[config.mk]
export PLATFORM = sky130hd
export DESIGN_NAME = hakm_dir_order
export DESIGN_NICKNAME = d
export VERILOG_FILES = /design/src/design/hakm_pkg.sv /design/src/design/hakm_dir_order.sv
export SDC_FILE = /design/constraint.sdc
export NUM_CORES = 1
export LEC_CHECK = 0
export BUFFER_PORTS_ARGS = -buffer_cell sky130_fd_sc_hd__buf_2
export CAP_MARGIN = 20
export CORE_AREA = 3 3 40 42
export DETAILED_ROUTE_END_ITERATION = 6
export DIE_AREA = 0 0 43 45
export GPL_ROUTABILITY_DRIVEN = 0
export GPL_TIMING_DRIVEN = 0
export SETUP_SLACK_MARGIN = 0.05
export SLEW_MARGIN = 10
export SYNTH_ARGS = -nofsm -noshare
export SYNTH_HDL_FRONTEND = slang
export SYNTH_SLANG_ARGS = --single-unit
[constraint.sdc]
create_clock -name vclk -period 2.2
set_clock_uncertainty 0.1 [all_clocks]
set_input_delay 0.33 -clock vclk [all_inputs]
set_output_delay 0.33 -clock vclk [all_outputs]
set_load 0.02 [all_outputs]
[src/design/hakm_pkg.sv]
// shared types and constants of the hunt-and-kill maze carver
// no dependencies
`default_nettype none
package hakm_pkg;

  localparam int MAX_DIM = 64;
  localparam int DIM_W   = $clog2(MAX_DIM);
  localparam int ADDR_W  = 2 * DIM_W;

  typedef enum logic [1:0] {
    DIR_DOWN  = 2'd0,
    DIR_UP    = 2'd1,
    DIR_RIGHT = 2'd2,
    DIR_LEFT  = 2'd3
  } dir_e;

  typedef dir_e dir_ord_t [4];

  typedef enum logic [2:0] {
    EV_CLEARED  = 3'd0,
    EV_WALK     = 3'd1,
    EV_WALK_END = 3'd2,
    EV_SEED     = 3'd3,
    EV_FINISHED = 3'd4
  } event_e;

  typedef enum logic [1:0] {
    PH_HUNT = 2'd0,
    PH_WALK = 2'd1,
    PH_DONE = 2'd2
  } phase_e;

  localparam logic CFG_ROWS = 1'b0;
  localparam logic CFG_COLS = 1'b1;

endpackage
`default_nettype wire

[src/design/hakm_dir_order.sv]
// orders the four directions from the three random picks of a step word
// depends on hakm_pkg
`default_nettype none
module hakm_dir_order (
  input  logic [1:0]        pick_first_i,
  input  logic [1:0]        pick_second_i,
  input  logic              pick_third_i,
  output hakm_pkg::dir_ord_t ord_o
);
  import hakm_pkg::*;

  always_comb begin
    dir_e       av [4];
    logic [1:0] p;
    av[0] = DIR_DOWN;
    av[1] = DIR_UP;
    av[2] = DIR_RIGHT;
    av[3] = DIR_LEFT;
    for (int k = 0; k < 4; k++) begin
      case (k)
        0:       p = pick_first_i;
        1:       p = (pick_second_i == 2'd3) ? 2'd2 : pick_second_i;
        2:       p = {1'b0, pick_third_i};
        default: p = 2'd0;
      endcase
      ord_o[k] = av[p];
      for (int j = 0; j < 3; j++) begin
        if (j >= int'(p)) begin
          av[j] = av[j+1];
        end
      end
    end
  end

endmodule
`default_nettype wire

== Yosys cells after proc, flatten, opt, wreduce, memory -nomap -nowiden ==
Index checks and enable logic that the tools add are counted.

* $lt $le $gt $ge: 10
* Eq/ne operators: 1
* Muxes and demuxes: 17
* Bitwise gates (word level): 3

{| class="wikitable"
|+ Operators by type and width
! cell !! count
|-
| 2-bit two-way mux || 11
|-
| 2-bit binary-select mux with 2-bit select || 3
|-
| 3-bit >= comparator (second input constant) || 3
|-
| 1-bit by 2-bit >= comparator with 1-bit output (first input constant) || 4
|-
| 2-bit NOT with 3-bit output || 2
|-
| 2-bit >= comparator (first input constant) || 2
|-
| 1-bit two-way mux || 3
|-
| 1-bit NOT with 3-bit output || 1
|-
| 2-bit equality test (second input constant) || 1
|-
| 1-bit >= comparator (first input constant) || 1
|}

* Register bits after elaboration: 0
* Bits of input ports: 5
* Output and inout port bits: 8

== Depth between registers and ports, before layout ==
Gate-level depths: netlist of the first run.

* Depth after elaboration: 7
* Depth in mapped cells: 4

== Worst setup path after synthesis of the first run ==
Ideal clock, no wire load.

* Path type: in2out
* From: input pick_third_i
* To: output ord_o[2] in the netlist's numbering
* Arrival time: 1034 ps
* Required time: 1770 ps
* Path slack: 736 ps
* Stages: 4
* Path through: buf_2 and3_1 a21oi_1 o221a_1

{| class="wikitable"
|+ RTL lines
! what !! line !! text
|-
| from (decl) || hakm_dir_order.sv:7 || <nowiki>input logic pick_third_i,</nowiki>
|-
| to (decl) || hakm_dir_order.sv:8 || <nowiki>output hakm_pkg::dir_ord_t ord_o</nowiki>
|}

==> report_table.html, run 1 <==
<table>
<tr><th>Metric</th><th>Value</th></tr>
<tr><th colspan="2">Outcome</th></tr>
<tr><td>Status</td><td>complete, no violations</td></tr>
<tr><th colspan="2">Cells and area</th></tr>
<tr><td>Post-route non-filler standard cell count</td><td>54</td></tr>
<tr><td>Number of antenna cells inserted</td><td>0</td></tr>
<tr><td>Commonest non-fill, non-tap cell in the layout</td><td>sky130_fd_sc_hd__buf_2</td></tr>
<tr><td>Final layout net count</td><td>46</td></tr>
<tr><td>Synthesis-to-finish area growth</td><td>44.7%</td></tr>
<tr><td>Highest-count cells in the layout ignoring fill and taps</td><td>sky130_fd_sc_hd__buf_2, sky130_fd_sc_hd__inv_1, sky130_fd_sc_hd__o22ai_1</td></tr>
<tr><td>Share of final-layout standard cells stronger than drive strength 1</td><td>46.2%</td></tr>
<tr><td>Sequential cell count</td><td>0</td></tr>
<tr><td>Flip-flop and latch area</td><td>0 um^2</td></tr>
<tr><td>Number of clock buffers in the layout</td><td>0</td></tr>
<tr><th colspan="2">GRT</th></tr>
<tr><td>Number of antenna violations at the first check in global routing</td><td>0</td></tr>
<tr><td>Largest net degree at the start of global routing</td><td>11</td></tr>
<tr><td>Number of global-route vias before repair</td><td>190</td></tr>
<tr><td>GRT Overall Usage</td><td>about 5%</td></tr>
<tr><td>Remaining global-route overflow</td><td>0</td></tr>
<tr><td>Global-route wire length before repair</td><td>around 830 um</td></tr>
<tr><th colspan="2">Detailed routing</th></tr>
<tr><td>Routed vias/inst</td><td>4.07</td></tr>
<tr><td>Avg WL per Cell</td><td>around 9 um</td></tr>
<tr><td>Remaining routing DRC violations</td><td>0</td></tr>
<tr><td>Final ANT Viol Nets</td><td>0</td></tr>
<tr><td>Iteration-0 DRC Markers</td><td>3</td></tr>
<tr><td>Via count</td><td>220</td></tr>
<tr><td>Detailed Routing Iterations Pass 1</td><td>2</td></tr>
<tr><td>Routed WL</td><td>between 400 and 500 um</td></tr>
<tr><th colspan="2">Synth</th></tr>
<tr><td>Synthesized area</td><td>~180 um^2</td></tr>
<tr><td>Avg Cell Area, Syn</td><td>between 6 and 7 um^2</td></tr>
<tr><td>Count of mapped cells out of synthesis</td><td>27</td></tr>
<tr><td>Largest area contributor in the netlist</td><td>sky130_fd_sc_hd__o22ai_1</td></tr>
<tr><td>Yosys Warn Count</td><td>0</td></tr>
<tr><td>Library cells used by synthesis</td><td>18</td></tr>
<tr><td>Top cell type's share of synthesized area</td><td>10.6%</td></tr>
<tr><td>Total nets after synthesis</td><td>32</td></tr>
<tr><td>Largest cells by area after synthesis</td><td>sky130_fd_sc_hd__o22ai_1, sky130_fd_sc_hd__buf_4, sky130_fd_sc_hd__and3_1</td></tr>
<tr><td>Proportion of synthesized chip area in sequential cells</td><td>0%</td></tr>
<tr><th colspan="2">Power</th></tr>
<tr><td>Power Density</td><td>approximately 270 nW/um^2</td></tr>
<tr><td>Static leakage</td><td>between 0.1 and 0.15 nW</td></tr>
<tr><td>Highest ir drop seen on vdd</td><td>~0.06 mV</td></tr>
<tr><th colspan="2">Floorplan</th></tr>
<tr><td>Die outline area</td><td>between 1500 and 2000 um^2</td></tr>
<tr><td>Initial Util</td><td>13.7%</td></tr>
<tr><td>FP Rows</td><td>13</td></tr>
<tr><td>Standard cell core area</td><td>around 1300 um^2</td></tr>
<tr><td>Y dimension of the die</td><td>between 40 and 50 um</td></tr>
<tr><td>X dimension of the die</td><td>about 43 um</td></tr>
<tr><td>Total I/O pin count</td><td>13</td></tr>
<tr><th colspan="2">Place</th></tr>
<tr><td>Worst slack at placement</td><td>~0.56 ns</td></tr>
<tr><td>Post-placement cell count</td><td>54</td></tr>
<tr><td>Buffers added on ports</td><td>12</td></tr>
<tr><th colspan="2">Min path</th></tr>
<tr><td>Number of cells traversed by the worst hold path</td><td>3</td></tr>
<tr><td>End point of the most critical hold path</td><td>ord_o[7]</td></tr>
<tr><td>Worst min-delay path startpoint</td><td>pick_first_i[1]</td></tr>
<tr><td>Tightest Hold Check Type</td><td>in2out</td></tr>
<tr><th colspan="2">Worst setup path</th></tr>
<tr><td>Crit path arrival time</td><td>between 1 and 1.5 ns</td></tr>
<tr><td>Setup crit end kind</td><td>output port</td></tr>
<tr><td>Worst path required time</td><td>approximately 1.8 ns</td></tr>
<tr><td>Category of the worst setup path launch point</td><td>primary input</td></tr>
<tr><td>Type of the worst setup path</td><td>in2out</td></tr>
<tr><td>Maximum net fanout on the critical path</td><td>10</td></tr>
<tr><th colspan="2">Flow run</th></tr>
<tr><td>Maximum Capacitance Violations</td><td>0</td></tr>
<tr><th colspan="2">STA</th></tr>
<tr><td>Unrepaired setup endpoints after global routing</td><td>no</td></tr>
<tr><td>Final Hold Fails</td><td>0</td></tr>
<tr><td>Max-slew violation total from the final report</td><td>0</td></tr>
<tr><td>Transition at the pin with the smallest max-transition slack</td><td>approximately 0.18 ns</td></tr>
<tr><td>Part of the cycle the worst path needs</td><td>between 70% and 80%</td></tr>
<tr><td>Final setup violation count</td><td>0</td></tr>
<tr><td>Setup_tns</td><td>0 ns</td></tr>
<tr><td>Smallest setup slack after layout</td><td>between 0.5 and 0.6 ns</td></tr>
<tr><td>Final period demand of the worst path</td><td>about 1.6 ns</td></tr>
<tr><td>Max transition margin</td><td>between 80% and 90%</td></tr>
<tr><td>Highest attainable clock frequency</td><td>approximately 600 MHz</td></tr>
<tr><th colspan="2">Clock tree</th></tr>
<tr><td>Count of hold buffers inserted by post-cts repair</td><td>0</td></tr>
<tr><td>Post-CTS setup repair buffer count</td><td>0</td></tr>
<tr><td>Post-cts sizing count</td><td>0</td></tr>
</table>
## per-stage QoR
| step | utilization (%) | power [mW] | cell area, um^2 | hold slack (ns) |
|---|---|---|---|---|
| 2_1_floorplan | - | 0.0472 | 176 | 0.673 |
| 3_3_place_gp | 19.9 | 0.0687 | 255 | 0.903 |
| 3_5_place_dp | 19.9 | 0.0695 | 255 | 0.906 |
| 4_1_cts | 19.9 | 0.0696 | 255 | 0.908 |
| 5_1_grt | 19.9 | 0.0758 | 255 | 0.919 |
| 6_report | 19.9 | 0.0687 | 255 | 0.903 |
## layout make-up
type	count	area [um^2]
fill	149	1030
inverter	3	11.3
timing repair buffer	12	60.1
multi-input combinational	20	134
tap	15	18.8
buffer	4	31.3
## power breakdown
part	internal [mW]	switching, mW
registers	0	0
logic	0.0278	0.0410
clock network	0	0
## cell usage after synthesis, drive strengths merged
cell type	n
nor2	3
or3	1
buf	4
nand2	1
inv	3
a21oi	3
and3	2
nor2b	1
mux2i	1
o221a	1
a22o	1
xor2	1
o22ai	3
o21ai	2
## logic make-up after synthesis
family	Yosys count	synth area share [%]
compound gates	10	38.3
mux	1	5.67
xor+xnor	1	4.97
buf+inv	7	24.1
simple gates	8	27.0
## layer usage
metal	part of all wire (%)	GRT usage (%)
met2	44	8.68
met4	0	0
met1	47	7.38
met3	9.3	0.398
met5	0	0
## worst max-delay path, cell delays in order
cell	delay [ns]
sky130_fd_sc_hd__buf_2	0.10
sky130_fd_sc_hd__buf_6	0.14
sky130_fd_sc_hd__mux2i_1	0.24
sky130_fd_sc_hd__o22ai_1	0.11
sky130_fd_sc_hd__a21oi_2	0.11
sky130_fd_sc_hd__buf_2	0.17
## how the worst max path moves through the flow
stage | slack (ns) | from | endpoint
3_5_place_dp | 0.56 | pick_first_i[1] | ord_o[0]
2_1_floorplan | 0.74 | pick_third_i | ord_o[2]
6_report | 0.57 | pick_first_i[1] | ord_o[0]
4_1_cts | 0.56 | pick_first_i[1] | ord_o[0]
3_3_place_gp | 0.58 | pick_first_i[1] | ord_o[0]
5_1_grt | 0.46 | pick_first_i[1] | ord_o[0]
No activity file was read; power rests on OpenSTA's default activity.
==> run 2: changes to the inputs <==
--- a/config.mk
+++ b/config.mk
@@ -5,6 +5,7 @@
 export SDC_FILE = /design/constraint.sdc
 export NUM_CORES = 1
 export LEC_CHECK = 0
+export ABC_AREA = 1
 export BUFFER_PORTS_ARGS = -buffer_cell sky130_fd_sc_hd__buf_2
 export CAP_MARGIN = 20
 export CORE_AREA = 3 3 40 42
==> constraint.sdc (replaced) <==
create_clock -name vclk -period 1.6
set_clock_uncertainty 0.1 [all_clocks]
set_input_delay 0.24 -clock vclk [all_inputs]
set_output_delay 0.24 -clock vclk [all_outputs]
set_load 0.02 [all_outputs]
==> report_table.html, run 2 <==
<table>
<tr><th>Metric</th><th>Value</th></tr>
<tr><th colspan="2">Outcome</th></tr>
<tr><td>Status</td><td>complete, no violations</td></tr>
<tr><th colspan="2">Floorplan</th></tr>
<tr><td>Initial Util</td><td>10.3% (-3.4 points)</td></tr>
<tr><td>Standard cell core area</td><td>1280 um^2 (unchanged)</td></tr>
<tr><td>Die outline area</td><td>1940 um^2 (unchanged)</td></tr>
<tr><td>FP Rows</td><td>13 (unchanged)</td></tr>
<tr><td>Y dimension of the die</td><td>45 um (unchanged)</td></tr>
<tr><td>Total I/O pin count</td><td>13 (unchanged)</td></tr>
<tr><td>X dimension of the die</td><td>43 um (unchanged)</td></tr>
<tr><th colspan="2">Worst setup path</th></tr>
<tr><td>Maximum net fanout on the critical path</td><td>4 (-6)</td></tr>
<tr><td>Delay of the slowest cell on the worst path</td><td>0.15 ns (-0.09 ns)</td></tr>
<tr><td>Setup crit end kind</td><td>output port</td></tr>
<tr><td>Worst path required time</td><td>1.26 ns (-0.51 ns)</td></tr>
<tr><td>Crit-path slowest cell</td><td>sky130_fd_sc_hd__buf_2</td></tr>
<tr><td>Critical path's top delay family</td><td>buffers and inverters</td></tr>
<tr><td>Crit path arrival time</td><td>0.86 ns (-0.34 ns)</td></tr>
<tr><td>Critical path buffer and inverter count</td><td>3 (unchanged)</td></tr>
<tr><td>Category of the worst setup path launch point</td><td>primary input</td></tr>
<tr><td>Critical-path cell list</td><td>buf_2, inv_1, nand2_1, nand2_1, nand3_1, nand2_1, buf_2</td></tr>
<tr><td>Type of the worst setup path</td><td>in2out</td></tr>
<tr><td>Cell repeated most along the worst path</td><td>sky130_fd_sc_hd__nand2_1</td></tr>
<tr><th colspan="2">Detailed routing</th></tr>
<tr><td>Routed length on met2</td><td>223 um (+8.3%)</td></tr>
<tr><td>Routed WL</td><td>366 um (-23%)</td></tr>
<tr><td>Final ANT Viol Nets</td><td>0 (unchanged)</td></tr>
<tr><td>Routed metal-1 wirelength</td><td>124 um (-44%)</td></tr>
<tr><td>Highest metal layer with signal wires</td><td>met3</td></tr>
<tr><td>Routed vias/inst</td><td>3.55 (-13%)</td></tr>
<tr><td>Sum of met3 wire segment lengths after detailed routing</td><td>18 um (-59%)</td></tr>
<tr><td>Iteration-0 DRC Markers</td><td>6 (+3)</td></tr>
<tr><td>Via count</td><td>206 (-6.4%)</td></tr>
<tr><td>Remaining routing DRC violations</td><td>0 (unchanged)</td></tr>
<tr><td>Detailed Routing Iterations Pass 1</td><td>4 (+2)</td></tr>
<tr><td>Avg WL per Cell</td><td>6.31 um (-28%)</td></tr>
<tr><th colspan="2">Synth</th></tr>
<tr><td>Proportion of synthesized chip area in sequential cells</td><td>0% (unchanged)</td></tr>
<tr><td>Library cells used by synthesis</td><td>9 (-9)</td></tr>
<tr><td>Top cell type's share of synthesized area</td><td>31.1% (+20 points)</td></tr>
<tr><td>Avg Cell Area, Syn</td><td>4.42 um^2 (-32%)</td></tr>
<tr><td>Largest area contributor in the netlist</td><td>sky130_fd_sc_hd__nand2_1</td></tr>
<tr><td>Yosys Warn Count</td><td>0 (unchanged)</td></tr>
<tr><td>Count of mapped cells out of synthesis</td><td>30 (+11%)</td></tr>
<tr><td>Synth cell count leaders</td><td>sky130_fd_sc_hd__nand2_1, sky130_fd_sc_hd__inv_1, sky130_fd_sc_hd__nor2_1</td></tr>
<tr><td>Largest cells by area after synthesis</td><td>sky130_fd_sc_hd__nand2_1, sky130_fd_sc_hd__inv_1, sky130_fd_sc_hd__buf_4</td></tr>
<tr><td>Most instantiated library cell after synthesis</td><td>sky130_fd_sc_hd__nand2_1</td></tr>
<tr><td>Total nets after synthesis</td><td>35 (+9.4%)</td></tr>
<tr><td>Synthesized area</td><td>133 um^2 (-25%)</td></tr>
<tr><th colspan="2">GRT</th></tr>
<tr><td>Number of antenna violations at the first check in global routing</td><td>0 (unchanged)</td></tr>
<tr><td>Number of global-route vias before repair</td><td>150 (-21%)</td></tr>
<tr><td>Global-route wire length before repair</td><td>496 um (-41%)</td></tr>
<tr><td>GRT Overall Usage</td><td>3.15% (-1.9 points)</td></tr>
<tr><td>Largest net degree at the start of global routing</td><td>7 (-4)</td></tr>
<tr><td>Remaining global-route overflow</td><td>0 (unchanged)</td></tr>
<tr><th colspan="2">STA</th></tr>
<tr><td>Final setup violation count</td><td>0 (unchanged)</td></tr>
<tr><td>Unrepaired setup endpoints after global routing</td><td>no</td></tr>
<tr><td>Max-slew violation total from the final report</td><td>0 (unchanged)</td></tr>
<tr><td>Final period demand of the worst path</td><td>around 1.2 ns</td></tr>
<tr><td>Highest attainable clock frequency</td><td>between 800 and 900 MHz</td></tr>
<tr><td>Final Hold Fails</td><td>0 (unchanged)</td></tr>
<tr><td>Transition at the pin with the smallest max-transition slack</td><td>0.140 ns (-0.0420 ns)</td></tr>
<tr><td>Smallest setup slack after layout</td><td>0.401 ns (-0.167 ns)</td></tr>
<tr><td>Max transition margin</td><td>90.6% (+3.1 points)</td></tr>
<tr><td>Setup_tns</td><td>0 ns (unchanged)</td></tr>
<tr><td>Part of the cycle the worst path needs</td><td>between 70 and 80%</td></tr>
<tr><th colspan="2">Power</th></tr>
<tr><td>Static leakage</td><td>0.148 nW (+12%)</td></tr>
<tr><td>Highest ir drop seen on vdd</td><td>0.0527 mV (-11%)</td></tr>
<tr><td>Power Density</td><td>349 nW/um^2 (+30%)</td></tr>
<tr><th colspan="2">Clock tree</th></tr>
<tr><td>Count of hold buffers inserted by post-cts repair</td><td>0 (unchanged)</td></tr>
<tr><td>Post-cts sizing count</td><td>0 (unchanged)</td></tr>
<tr><td>Post-CTS setup repair buffer count</td><td>0 (unchanged)</td></tr>
<tr><th colspan="2">Min path</th></tr>
<tr><td>Tightest Hold Check Type</td><td>in2out</td></tr>
<tr><th colspan="2">Cells and area</th></tr>
<tr><td>Flip-flop and latch area</td><td>0 um^2 (unchanged)</td></tr>
<tr><td>Number of antenna cells inserted</td><td>0 (unchanged)</td></tr>
<tr><td>Sequential cell count</td><td>0 (unchanged)</td></tr>
<tr><td>Highest-count cells in the layout ignoring fill and taps</td><td>sky130_fd_sc_hd__buf_2, sky130_fd_sc_hd__nand2_1, sky130_fd_sc_hd__inv_1, sky130_fd_sc_hd__nor2_1</td></tr>
<tr><td>Synthesis-to-finish area growth</td><td>63.2%</td></tr>
<tr><td>Final layout net count</td><td>50 (+8.7%)</td></tr>
<tr><td>Number of clock buffers in the layout</td><td>0 (unchanged)</td></tr>
<tr><td>Multi-input gate area</td><td>95.1 um^2 (-29%)</td></tr>
<tr><td>Share of final-layout standard cells stronger than drive strength 1</td><td>41.9% (-4.3 points)</td></tr>
<tr><td>Commonest non-fill, non-tap cell in the layout</td><td>sky130_fd_sc_hd__buf_2</td></tr>
<tr><td>Number of fill cells in the layout</td><td>155 (+4.0%)</td></tr>
<tr><th colspan="2">Place</th></tr>
<tr><td>Worst slack at placement</td><td>0.388 ns (-0.173 ns)</td></tr>
<tr><td>Detail Placement HPWL</td><td>about 350 um</td></tr>
<tr><td>Buffers added on ports</td><td>13 (+1)</td></tr>
<tr><th colspan="2">Flow run</th></tr>
<tr><td>Maximum Capacitance Violations</td><td>0 (unchanged)</td></tr>
</table>
## run 2: cell type report
| class | instances | share of cell area [%] |
|---|---|---|
| plain buffers | 2 | 6.94 |
| multi-input cells | 22 | 43.9 |
| well taps | 15 | 8.67 |
| repair buffers | 13 | 30.1 |
| inverters | 6 | 10.4 |
## run 2: cells by family after synthesis
group	count (synthesis)	share of synthesized area [%]
AO/OA/AOI/OAI	4	15.1
buffers and inverters	8	28.3
AND/OR/NAND/NOR	18	56.6
## run 2: per-layer routing
metal	track usage [%]	up-vias
met5	0	-
met4	0	0
met3	0.398	0
met2	7.78	3
met1	2.62	88
li1	-	115
## run 2: through the flow
| stage | instance area, um^2 | total power [mW] | utilization [%] | std cells | hold slack (ns) |
|---|---|---|---|---|---|
| detailed placement | 216 | 0.0768 | 16.8 | 58 | 0.698 |
| floorplan | 133 | 0.0481 | - | 30 | 0.493 |
| CTS | 216 | 0.0770 | 16.8 | 58 | 0.699 |
| global route | 216 | 0.0832 | 16.8 | 58 | 0.712 |
| finish | 216 | 0.0756 | 16.8 | 58 | 0.697 |
| global placement | 216 | 0.0757 | 16.8 | 58 | 0.694 |
## run 2: power by group
group	switching, mW	internal, mW
sequential	0	0
clock	0	0
combinational	0.0480	0.0277
## run 2: final timing paths
kind | start | endpoint | slack (ns) | cells past startpoint
setup / recovery | pick_second_i[1] | ord_o[2] | 0.40 | 7
hold / removal | pick_third_i | ord_o[1] | 0.70 | 3
## run 2: tightest hold or removal path: stages
cell and delay (ns):
sky130_fd_sc_hd__buf_2 0.11, sky130_fd_sc_hd__a21oi_1 0.06, sky130_fd_sc_hd__buf_2 0.15
==> run 3: changes to the inputs <==
--- a/config.mk
+++ b/config.mk
@@ -5,7 +5,7 @@
 export SDC_FILE = /design/constraint.sdc
 export NUM_CORES = 1
 export LEC_CHECK = 0
-export ABC_AREA = 1
+export ABC_AREA = 0
 export BUFFER_PORTS_ARGS = -buffer_cell sky130_fd_sc_hd__buf_2
 export CAP_MARGIN = 20
 export CORE_AREA = 3 3 40 42
==> constraint.sdc (replaced) <==
create_clock -name vclk -period 1.1
set_clock_uncertainty 0.1 [all_clocks]
set_input_delay 0.165 -clock vclk [all_inputs]
set_output_delay 0.165 -clock vclk [all_outputs]
set_load 0.02 [all_outputs]
==> report_table.html, run 3 (synthesis gave the netlist of run 1 again) <==
<table>
<tr><th>Metric</th><th>Value</th></tr>
<tr><th colspan="2">Outcome</th></tr>
<tr><td>Status</td><td>finished with violations</td></tr>
<tr><td>Violated checks</td><td>setup timing</td></tr>
<tr><th colspan="2">STA</th></tr>
<tr><td>Final setup violation count</td><td>5 (+5)</td></tr>
<tr><td>Max-slew violation total from the final report</td><td>0 (unchanged)</td></tr>
<tr><td>Final period demand of the worst path</td><td>around 1.2 ns</td></tr>
<tr><td>Max transition margin</td><td>87.6% (-3.1 points)</td></tr>
<tr><td>Highest attainable clock frequency</td><td>about 810 MHz</td></tr>
<tr><td>Unrepaired setup endpoints after global routing</td><td>yes</td></tr>
<tr><td>Final Hold Fails</td><td>0 (unchanged)</td></tr>
<tr><td>Smallest setup slack after layout</td><td>-0.139 ns (-0.540 ns)</td></tr>
<tr><td>Part of the cycle the worst path needs</td><td>113%</td></tr>
<tr><td>Worst hold margin</td><td>0.547 ns (-0.149 ns)</td></tr>
<tr><td>Transition at the pin with the smallest max-transition slack</td><td>0.186 ns (+0.0465 ns)</td></tr>
<tr><th colspan="2">GRT</th></tr>
<tr><td>Remaining global-route overflow</td><td>0 (unchanged)</td></tr>
<tr><td>GRT Overall Usage</td><td>6.80% (+3.7 points)</td></tr>
<tr><td>Global-route wire length before repair</td><td>1080 um (+120%)</td></tr>
<tr><td>Number of global-route vias before repair</td><td>251 (+67%)</td></tr>
<tr><td>Number of antenna violations at the first check in global routing</td><td>0 (unchanged)</td></tr>
<tr><td>Largest net degree at the start of global routing</td><td>9 (+2)</td></tr>
<tr><th colspan="2">Cells and area</th></tr>
<tr><td>Number of antenna cells inserted</td><td>0 (unchanged)</td></tr>
<tr><td>Number of fill cells in the layout</td><td>142 (-8.4%)</td></tr>
<tr><td>Share of final-layout standard cells stronger than drive strength 1</td><td>73.8% (+32 points)</td></tr>
<tr><td>Synthesis-to-finish area growth</td><td>130%</td></tr>
<tr><td>Flip-flop and latch area</td><td>0 um^2 (unchanged)</td></tr>
<tr><td>Sequential cell count</td><td>0 (unchanged)</td></tr>
<tr><td>Number of clock buffers in the layout</td><td>0 (unchanged)</td></tr>
<tr><td>Highest-count cells in the layout ignoring fill and taps</td><td>sky130_fd_sc_hd__buf_6, sky130_fd_sc_hd__buf_4, sky130_fd_sc_hd__buf_2, sky130_fd_sc_hd__inv_1</td></tr>
<tr><td>Final layout net count</td><td>49 (-2.0%)</td></tr>
<tr><td>Post-route non-filler standard cell count</td><td>57 (-1.7%)</td></tr>
<tr><th colspan="2">Worst setup path</th></tr>
<tr><td>Maximum net fanout on the critical path</td><td>8 (+4)</td></tr>
<tr><td>Setup crit end kind</td><td>output port</td></tr>
<tr><td>Worst setup startpoint</td><td>pick_first_i[1]</td></tr>
<tr><td>Worst path required time</td><td>0.83 ns (-0.43 ns)</td></tr>
<tr><td>Crit path arrival time</td><td>0.97 ns (+0.11 ns)</td></tr>
<tr><td>Endpoint of the most critical setup path</td><td>ord_o[0]</td></tr>
<tr><td>Type of the worst setup path</td><td>in2out</td></tr>
<tr><td>Category of the worst setup path launch point</td><td>primary input</td></tr>
<tr><th colspan="2">Power</th></tr>
<tr><td>Static leakage</td><td>0.184 nW (+24%)</td></tr>
<tr><td>Power Density</td><td>535 nW/um^2 (+53%)</td></tr>
<tr><td>Highest ir drop seen on vdd</td><td>0.154 mV (+190%)</td></tr>
<tr><td>Total Power</td><td>0.217 mW (+190%)</td></tr>
<tr><th colspan="2">Min path</th></tr>
<tr><td>Tightest Hold Check Type</td><td>in2out</td></tr>
<tr><th colspan="2">Detailed routing</th></tr>
<tr><td>Routed vias/inst</td><td>4.53 (+27%)</td></tr>
<tr><td>Avg WL per Cell</td><td>10.9 um (+72%)</td></tr>
<tr><td>Routed WL</td><td>620 um (+69%)</td></tr>
<tr><td>Iteration-0 DRC Markers</td><td>0 (-6)</td></tr>
<tr><td>Via count</td><td>258 (+25%)</td></tr>
<tr><td>Final ANT Viol Nets</td><td>0 (unchanged)</td></tr>
<tr><td>Remaining routing DRC violations</td><td>0 (unchanged)</td></tr>
<tr><td>Detailed Routing Iterations Pass 1</td><td>1 (-3)</td></tr>
<tr><th colspan="2">Place</th></tr>
<tr><td>Detail Placement HPWL</td><td>406 um (+17%)</td></tr>
<tr><td>Worst slack at placement</td><td>-0.244 ns (-0.632 ns)</td></tr>
<tr><td>Buffers added on ports</td><td>12 (-1)</td></tr>
<tr><td>Post-placement cell count</td><td>54 (-6.9%)</td></tr>
<tr><th colspan="2">Floorplan</th></tr>
<tr><td>Die outline area</td><td>1940 um^2 (unchanged)</td></tr>
<tr><td>FP Rows</td><td>13 (unchanged)</td></tr>
<tr><td>Total I/O pin count</td><td>13 (unchanged)</td></tr>
<tr><td>Initial Util</td><td>13.7% (+3.4 points)</td></tr>
<tr><td>X dimension of the die</td><td>43 um (unchanged)</td></tr>
<tr><td>Y dimension of the die</td><td>45 um (unchanged)</td></tr>
<tr><td>Standard cell core area</td><td>1280 um^2 (unchanged)</td></tr>
<tr><th colspan="2">Flow run</th></tr>
<tr><td>Maximum Capacitance Violations</td><td>0 (unchanged)</td></tr>
</table>
==> run 3: critical path, cell delays in order <==
cell	delay, ns
sky130_fd_sc_hd__buf_8	0.10
sky130_fd_sc_hd__buf_12	0.13
sky130_fd_sc_hd__nor2b_4	0.12
sky130_fd_sc_hd__a22o_1	0.20
sky130_fd_sc_hd__a21oi_4	0.12
sky130_fd_sc_hd__buf_6	0.13
==> run 3: report_power, final <==
part           internal, mW  total [mW]  switching (mW)  leakage, nW
combinational         0.111       0.217           0.106        0.184
sequential                0           0               0            0
clock                     0           0               0            0
==> run 3: metal layers <==
metal  global-route usage, %  share of wire (%)
met5                       0                  0
met2                    12.9                 53
met3                    1.59                6.8
met1                    7.64                 40
met4                    1.81                  0
==> run 3: repair_timing <==
action | 4_1_cts | 5_1_grt
setup buffers | 3 | 0
endpoints found under the setup margin | 5 | 6
resized for setup | 19 | 6
hold buffers | 0 | 0
pin swaps | 6 | 2
==> run 3: final cells by class <==
cell class         instances  area [um^2]  area share, %
repair buffers            15          126           31.2
plain buffers              4         46.3           11.4
inverters                  3         11.3           2.78
multi-input cells         20          203           50.0
well taps                 15         18.8           4.63
==> run 3: stage by stage <==
stage | instance area (um^2) | setup TNS (ns) | utilization (%)
floorplan | 200 | -0.0000297 | -
CTS | 375 | -0.529 | 29.2
global placement | 279 | -0.732 | 21.7
detailed placement | 279 | -0.793 | 21.7
global route | 405 | -0.792 | 31.5
finish | 405 | -0.589 | 31.5
==> run 3: how the worst min path moves through the flow <==
stage | end | cells past startpoint | slack (ns) | start
floorplan | ord_o[3] | 1 | 0.32 | pick_second_i[1]
global placement | ord_o[1] | 3 | 0.55 | pick_third_i
detailed placement | ord_o[1] | 3 | 0.56 | pick_third_i
CTS | ord_o[7] | 3 | 0.54 | pick_first_i[1]
global route | ord_o[7] | 3 | 0.56 | pick_first_i[1]
finish | ord_o[7] | 3 | 0.55 | pick_first_i[1]
